$ cat src/rtl/bpgd_pkg.sv
package bpgd_pkg;

    localparam int unsigned TsW    = 32;
    localparam int unsigned MsW    = 16;
    localparam int unsigned CntW   = 5;
    localparam int unsigned TgtW   = 4;
    localparam int unsigned CfgIdxW = 3;

    localparam logic [1:0] OP_PRESS   = 2'd0;
    localparam logic [1:0] OP_RELEASE = 2'd1;
    localparam logic [1:0] OP_TICK    = 2'd2;

    localparam logic [1:0] GEST_NONE      = 2'd0;
    localparam logic [1:0] GEST_ERASE     = 2'd1;
    localparam logic [1:0] GEST_ARMED     = 2'd2;
    localparam logic [1:0] GEST_PROVISION = 2'd3;

    localparam logic [CfgIdxW-1:0] CFG_ERASE_HOLD   = 3'd0;
    localparam logic [CfgIdxW-1:0] CFG_SHORT_MAX    = 3'd1;
    localparam logic [CfgIdxW-1:0] CFG_TARGET       = 3'd2;
    localparam logic [CfgIdxW-1:0] CFG_SEQ_WINDOW   = 3'd3;
    localparam logic [CfgIdxW-1:0] CFG_QUIET_GAP    = 3'd4;

    localparam logic [MsW-1:0]  RST_ERASE_HOLD = 16'd10000;
    localparam logic [MsW-1:0]  RST_SHORT_MAX  = 16'd1000;
    localparam logic [TgtW-1:0] RST_TARGET     = 4'd3;
    localparam logic [MsW-1:0]  RST_SEQ_WINDOW = 16'd5000;
    localparam logic [MsW-1:0]  RST_QUIET_GAP  = 16'd1500;

    localparam logic [CntW-1:0] PRESS_SAT = 5'd16;

    typedef struct packed {
        logic [1:0]     operation;
        logic [TsW-1:0] timestamp_ms;
    } t_bpgd_in;

    typedef struct packed {
        logic [1:0] gesture;
        logic       busy_res;
    } t_bpgd_out;

endpackage

$ cat src/rtl/button_press_gesture_detector_unit.sv
// Each input transaction passes through the input register, then the result register.
// Throughput: one transaction per cycle; input stalls only while the result
// register is full and not taken.
// Reset (i_rst_n low, synchronous): key and run state cleared, registers back to
// defaults, both pipeline registers emptied. Config port is always ready.
module button_press_gesture_detector_unit (
    input  logic                         i_clk,
    input  logic                         i_rst_n,
    input  logic                         i_in_valid,
    output logic                         o_in_ready,
    input  bpgd_pkg::t_bpgd_in           i_in_data,
    output logic                         o_out_valid,
    input  logic                         i_out_ready,
    output bpgd_pkg::t_bpgd_out          o_out_data,
    input  logic                         i_cfg_valid,
    output logic                         o_cfg_ready,
    input  logic [bpgd_pkg::CfgIdxW-1:0] i_cfg_index,
    input  logic [bpgd_pkg::MsW-1:0]     i_cfg_data
);

    logic [bpgd_pkg::MsW-1:0]  r_erase_hold;
    logic [bpgd_pkg::MsW-1:0]  r_short_max;
    logic [bpgd_pkg::TgtW-1:0] r_target;
    logic [bpgd_pkg::MsW-1:0]  r_seq_window;
    logic [bpgd_pkg::MsW-1:0]  r_quiet_gap;

    logic                       r_key_down,   n_key_down;
    logic [bpgd_pkg::TsW-1:0]   r_press_time, n_press_time;
    logic [bpgd_pkg::TsW-1:0]   r_first_time, n_first_time;
    logic [bpgd_pkg::TsW-1:0]   r_last_rel,   n_last_rel;
    logic [bpgd_pkg::CntW-1:0]  r_presses,    n_presses;
    logic                       r_spoiled,    n_spoiled;
    logic                       r_armed,      n_armed;

    logic                 r_in_valid;
    bpgd_pkg::t_bpgd_in   r_in;
    logic                 r_out_valid;
    bpgd_pkg::t_bpgd_out  r_out;
    bpgd_pkg::t_bpgd_out  n_out;

    logic                      advance;
    logic [bpgd_pkg::TsW-1:0]  held;
    logic [bpgd_pkg::TsW-1:0]  since_first;
    logic [bpgd_pkg::TsW-1:0]  since_rel;
    logic [bpgd_pkg::CntW-1:0] cnt_inc;
    logic                      hold_long;
    logic                      match;

    assign advance     = !r_out_valid || i_out_ready;
    assign o_in_ready  = !r_in_valid || advance;
    assign o_out_valid = r_out_valid;
    assign o_out_data  = r_out;
    assign o_cfg_ready = 1'b1;

    assign held        = r_in.timestamp_ms - r_press_time;
    assign since_first = r_in.timestamp_ms - r_first_time;
    assign since_rel   = r_in.timestamp_ms - r_last_rel;
    assign cnt_inc     = (r_presses < bpgd_pkg::PRESS_SAT) ? r_presses + 5'd1 : r_presses;
    assign hold_long   = held >= {16'd0, r_erase_hold};
    assign match       = !r_spoiled && (r_presses == {1'b0, r_target});

    always_comb begin
        n_key_down   = r_key_down;
        n_press_time = r_press_time;
        n_first_time = r_first_time;
        n_last_rel   = r_last_rel;
        n_presses    = r_presses;
        n_spoiled    = r_spoiled;
        n_armed      = r_armed;
        n_out.gesture = bpgd_pkg::GEST_NONE;
        case (r_in.operation)
            bpgd_pkg::OP_PRESS: begin
                if (!r_key_down) begin
                    n_key_down   = 1'b1;
                    n_press_time = r_in.timestamp_ms;
                    if (r_presses == '0) begin
                        n_first_time = r_in.timestamp_ms;
                    end
                end
            end
            bpgd_pkg::OP_RELEASE: begin
                if (r_key_down) begin
                    n_key_down = 1'b0;
                    if (r_armed || hold_long) begin
                        n_presses     = '0;
                        n_spoiled     = 1'b0;
                        n_armed       = 1'b0;
                        n_out.gesture = bpgd_pkg::GEST_ERASE;
                    end else begin
                        n_presses  = cnt_inc;
                        n_last_rel = r_in.timestamp_ms;
                        n_spoiled  = r_spoiled
                                   || (held >= {16'd0, r_short_max})
                                   || (cnt_inc > {1'b0, r_target})
                                   || (since_first > {16'd0, r_seq_window});
                    end
                end
            end
            bpgd_pkg::OP_TICK: begin
                if (r_key_down) begin
                    if (!r_armed && hold_long) begin
                        n_armed       = 1'b1;
                        n_out.gesture = bpgd_pkg::GEST_ARMED;
                    end
                end else if (r_presses != '0 && since_rel >= {16'd0, r_quiet_gap}) begin
                    n_presses = '0;
                    n_spoiled = 1'b0;
                    n_armed   = 1'b0;
                    if (match) begin
                        n_out.gesture = bpgd_pkg::GEST_PROVISION;
                    end
                end
            end
            default: begin
            end
        endcase
        n_out.busy_res = n_key_down || (n_presses != '0);
    end

    always_ff @(posedge i_clk) begin
        if (!i_rst_n) begin
            r_erase_hold <= bpgd_pkg::RST_ERASE_HOLD;
            r_short_max  <= bpgd_pkg::RST_SHORT_MAX;
            r_target     <= bpgd_pkg::RST_TARGET;
            r_seq_window <= bpgd_pkg::RST_SEQ_WINDOW;
            r_quiet_gap  <= bpgd_pkg::RST_QUIET_GAP;
        end else if (i_cfg_valid) begin
            case (i_cfg_index)
                bpgd_pkg::CFG_ERASE_HOLD: r_erase_hold <= i_cfg_data;
                bpgd_pkg::CFG_SHORT_MAX:  r_short_max  <= i_cfg_data;
                bpgd_pkg::CFG_TARGET:     r_target     <= i_cfg_data[bpgd_pkg::TgtW-1:0];
                bpgd_pkg::CFG_SEQ_WINDOW: r_seq_window <= i_cfg_data;
                bpgd_pkg::CFG_QUIET_GAP:  r_quiet_gap  <= i_cfg_data;
                default: begin
                end
            endcase
        end
    end

    always_ff @(posedge i_clk) begin
        if (!i_rst_n) begin
            r_key_down   <= 1'b0;
            r_press_time <= '0;
            r_first_time <= '0;
            r_last_rel   <= '0;
            r_presses    <= '0;
            r_spoiled    <= 1'b0;
            r_armed      <= 1'b0;
            r_in_valid   <= 1'b0;
            r_out_valid  <= 1'b0;
        end else begin
            if (o_in_ready) begin
                r_in_valid <= i_in_valid;
            end
            if (advance) begin
                r_out_valid <= r_in_valid;
            end
            if (advance && r_in_valid) begin
                r_key_down   <= n_key_down;
                r_press_time <= n_press_time;
                r_first_time <= n_first_time;
                r_last_rel   <= n_last_rel;
                r_presses    <= n_presses;
                r_spoiled    <= n_spoiled;
                r_armed      <= n_armed;
            end
        end
    end

    always_ff @(posedge i_clk) begin
        if (o_in_ready && i_in_valid) begin
            r_in <= i_in_data;
        end
        if (advance && r_in_valid) begin
            r_out <= n_out;
        end
    end

endmodule

$ cat config.mk
export PLATFORM = sky130hd
export DESIGN_NAME = button_press_gesture_detector_unit
export DESIGN_NICKNAME = d
export VERILOG_FILES = /design/src/rtl/bpgd_pkg.sv /design/src/rtl/button_press_gesture_detector_unit.sv
export SDC_FILE = /design/constraint.sdc
export NUM_CORES = 1
export LEC_CHECK = 0
export BUFFER_PORTS_ARGS = -buffer_cell sky130_fd_sc_hd__buf_2
export CAP_MARGIN = 5
export CORE_ASPECT_RATIO = 1.5
export CORE_MARGIN = 5
export CORE_UTILIZATION = 50
export DETAILED_ROUTE_END_ITERATION = 8
export HOLD_SLACK_MARGIN = 0.05
export PLACE_DENSITY = 0.68
export SETUP_SLACK_MARGIN = 0.4
export SKIP_CTS_REPAIR_TIMING = 1
export SLEW_MARGIN = 25
export SYNTH_ARGS = -nofsm -noshare
export SYNTH_HDL_FRONTEND = slang
export SYNTH_SLANG_ARGS = --single-unit
$ cat constraint.sdc
create_clock -name i_clk -period 6 [get_ports i_clk]
set_clock_uncertainty 0.1 [all_clocks]
set_input_delay 1.2 -clock i_clk [delete_from_list [all_inputs] [get_ports i_clk]]
set_output_delay 1.2 -clock i_clk [all_outputs]
set_load 0.005 [all_outputs]
==> results.py <==
metrics = {
    "synth": {
        "synth_cell_types": 87,
        "yosysMostFrequentCell": "nand2_1",
        "synthTopCellsByCount": "nand2_1 (328), inv_1 (196), dfxtp_1 (174)",
        "yosysTopAreaCell": "dfxtp_1",
        "ys_warn_count": 0,
        "synth_area_um2": 15900,
        "synth_top_family_by_area": "compound AO/OA/AOI/OAI gates",
        "synth-compound-area-share_pct": 24.0,
        "synthAdderAreaFrac_pct": 13.4,
        "async_reset_ff_share_pct": 0,
        "synth-main-ff-cell": "dfxtp_1",
        "yosys.area_share.simple_pct": 19.9,
        "synthTopCellsByArea": "dfxtp_1 (22%), ha_1 (13%), nand2_1 (7.7%)",
        "synth_mux_area_share_pct": 2.92,
        "syn_nets": 2246,
        "syn_area_per_cell_um2": 7.88,
        "synth_top_area_share_pct": 21.9,
        "ys_ff_latch": 211,
        "synth-edff-count": 37,
        "syn_inst": 2019,
        "seq_area_frac_synth_pct": 28.9,
        "synth_xor_area_share_pct": 3.41,
    },
    "layout": {
        "seq_area_um2": 4590,
        "syn2layout_area_growth_pct": 8.77,
        "drive_above_1_share_pct": 7.33,
        "nFillCells": 3076,
        "design_area_um2": 17300,
        "antennaDiodeCount": 0,
        "multi_input_area_um2": 10200,
        "fin_nets": 2255,
    },
    "critical_path": {
        "timing.rr.end": "r_spoiled",
        "required_ps": 6320,
        "rrSetupSlack_ps": 620,
        "crit_fanout": 4,
        "start_kind": "flip-flop",
        "reg2reg_from": "r_in[0]",
        "reg2reg_depth": 22,
        "critPathKind": "flip-flop to flip-flop",
        "cp-end-kind": "flip-flop",
        "arrival_ps": 5700,
    },
    "detailed_routing": {
        "drt_first_pass_iters": 6,
        "num_vias": 14400,
        "drc_errors": 0,
        "drtAntennaViolNets": 0,
        "wire_per_inst_um": 19.2,
        "wirelength_mm": 47.1,
        "drtIter0Drc": 846,
        "via_per_inst": 5.85,
    },
    "global_routing": {
        "grt_max_degree": 98,
        "grt_overflow_total": 0,
        "antenna_found_initial": 0,
        "grt_pass1_wl_mm": 74.2,
        "grt_pass1_vias": 13800,
        "grt_use_total_pct": 25.8,
    },
    "timing": {
        "max_slew.worst_pin.slew_ps": 963,
        "period_share_pct": 89.6,
        "timing.hold.ws_ps": 364,
        "rsz0062_at_grt": "true",
        "fin_ws_ps": 622,
        "setup_violations": 0,
        "fmax_mhz": 186,
        "fin_tns_setup_ps": 0,
        "slew-limit-headroom_pct": 34.1,
        "finalHoldViolCount": 0,
        "period_needed_ps": 5380,
        "final_max_slew_viol_count": 0,
    },
    "clocking": {
        "cts.clk_slew.worst_paths_ps": 60,
        "cts_made_buffers": 24,
        "clock-root-buffer": "clkbuf_16",
        "clk_latency_ps": 550,
        "cts_tree": "built",
        "clk_path_buf_depth": 3,
        "htree_num_levels": 1,
        "cts.sink_count": 211,
    },
    "pwr": {
        "switching_power_mw": 1.17,
        "vdd_drop_max_v": 0.000215,
        "p_seq_share_pct": 39.0,
        "power_mw": 3.90,
        "switching_share_pct": 30.1,
        "p_int_mw": 2.73,
        "p_per_area_nw_per_um2": 225,
        "clockPowerShare_pct": 39.8,
        "comb_power_share_pct": 21.1,
        "p_leak_nw": 6.46,
    },
    "status": {
        "status": "complete, no violations",
    },
    "hold_path": {
        "hp-start": "r_press_time[21]",
        "min_to": "r_press_time[21]",
        "hold_path_depth": 2,
        "hold_class": "flip-flop to flip-flop",
    },
    "floorplanning": {
        "die_h_um": 228,
        "io_pins": 64,
        "die_x_um": 156,
        "initial_core_util_pct": 50.3,
        "std_cell_rows": 80,
        "coreArea_um2": 31600,
        "die-area_um2": 35600,
    },
    "placement": {
        "dp_hpwl_mm": 36.6,
        "placed_area_um2": 16400,
        "post-place-ws_ps": 558,
        "gp_congestion": 0.965,
        "portBuffers": 62,
    },
    "flow_run": {
        "drv_cap": 0,
    },
}
[flip-flops by register name (all words and copies together), names as in the netlist, 4 cells and up]
| signal | cells |
|---|---|
| r_seq_window | 16 |
| r_presses | 5 |
| r_short_max | 16 |
| r_first_time | 32 |
| r_press_time | 32 |
| r_last_rel | 32 |
| r_in | 34 |
| r_target | 4 |
| r_quiet_gap | 16 |
| r_erase_hold | 16 |
[layout make-up]
cell class | count | area share (%)
multi-input combinational | 1513 | 58.7
sequential | 211 | 26.6
inverter | 196 | 4.25
clock buffer | 34 | 3.98
tap | 410 | 2.96
timing repair buffer | 82 | 2.75
clock inverter | 10 | 0.817
[worst max-delay path by stage]
stage | startpoint | endpoint | slack [ps] | depth (start not counted)
after global placement | r_in[1] | r_spoiled | 670 | 21
after floorplan | r_in[2] | r_spoiled | 1110 | 21
after global routing | r_in[0] | r_spoiled | 210 | 22
after CTS | r_in[3] | r_spoiled | 510 | 21
final | r_in[0] | r_spoiled | 620 | 22
after detailed placement | r_in[6] | r_spoiled | 560 | 21
[layer usage]
metal	share of wire (%)	GRT usage, %
met1	40	29.7
met2	51	47.4
met3	4.0	2.86
met4	5.1	11.2
met5	0	0
[worst max-delay path, cell delays in order (launching register included)]
cell and delay (ps):
edfxtp_1 420, inv_1 130, ha_1 170, inv_1 50, fa_1 430, a211oi_1 240, o21bai_1 170, o211a_1 300
nor2_1 170, o21ai_0 130, xor2_1 160, ha_1 300, nand4_1 80, nor2_1 160, nand2_1 120, a2111oi_1 410
nand4_1 120, nor3_1 190, nand4_1 110, or4b_2 610, or4_1 420, nor4_2 170, o22ai_1 90
[kinds of logic after synthesis]
kind of cell / Yosys count
flops: 211
compound gates: 559
buf+inv: 295
mux: 46
simple gates: 677
xor+xnor: 61
other cells: 1
fa+ha+maj: 169
[power groups by stage]
| stage | logic (mW) | clock network (mW) | registers [mW] |
|---|---|---|---|
| global placement | 0.801 | 0 | 1.55 |
| detailed placement | 0.808 | 0 | 1.55 |
| CTS | 0.815 | 1.59 | 1.52 |
| finish | 0.824 | 1.55 | 1.52 |
| global route | 0.909 | 1.65 | 1.52 |
| floorplan | 0.571 | 0 | 1.53 |
[metrics by stage]
stage	cells	util [%]
floorplan	2019	-
global placement	2409	52.0
detailed placement	2409	52.0
CTS	2453	54.6
global route	2456	54.7
finish	2456	54.7
[placed cells by master (no fill, tap or decap), types with 23 or more instances in the layout]
cell	netlist	final
a21o_1	32	32
ha_1	166	166
o21ai_0	73	72
nor2b_1	52	52
nor2_1	90	90
a21oi_1	122	121
nor3_1	33	33
dfxtp_1	174	174
nand4_1	37	37
xnor2_1	36	36
buf_2	6	61
edfxtp_1	37	37
nand2_1	328	328
o21a_1	29	29
a211oi_1	23	23
xor2_1	24	23
a21boi_0	110	110
mux2i_1	43	43
clkbuf_16	0	24
o211ai_1	40	40
nand3_1	43	43
inv_1	196	196
(Power assumes the default switching activity.)
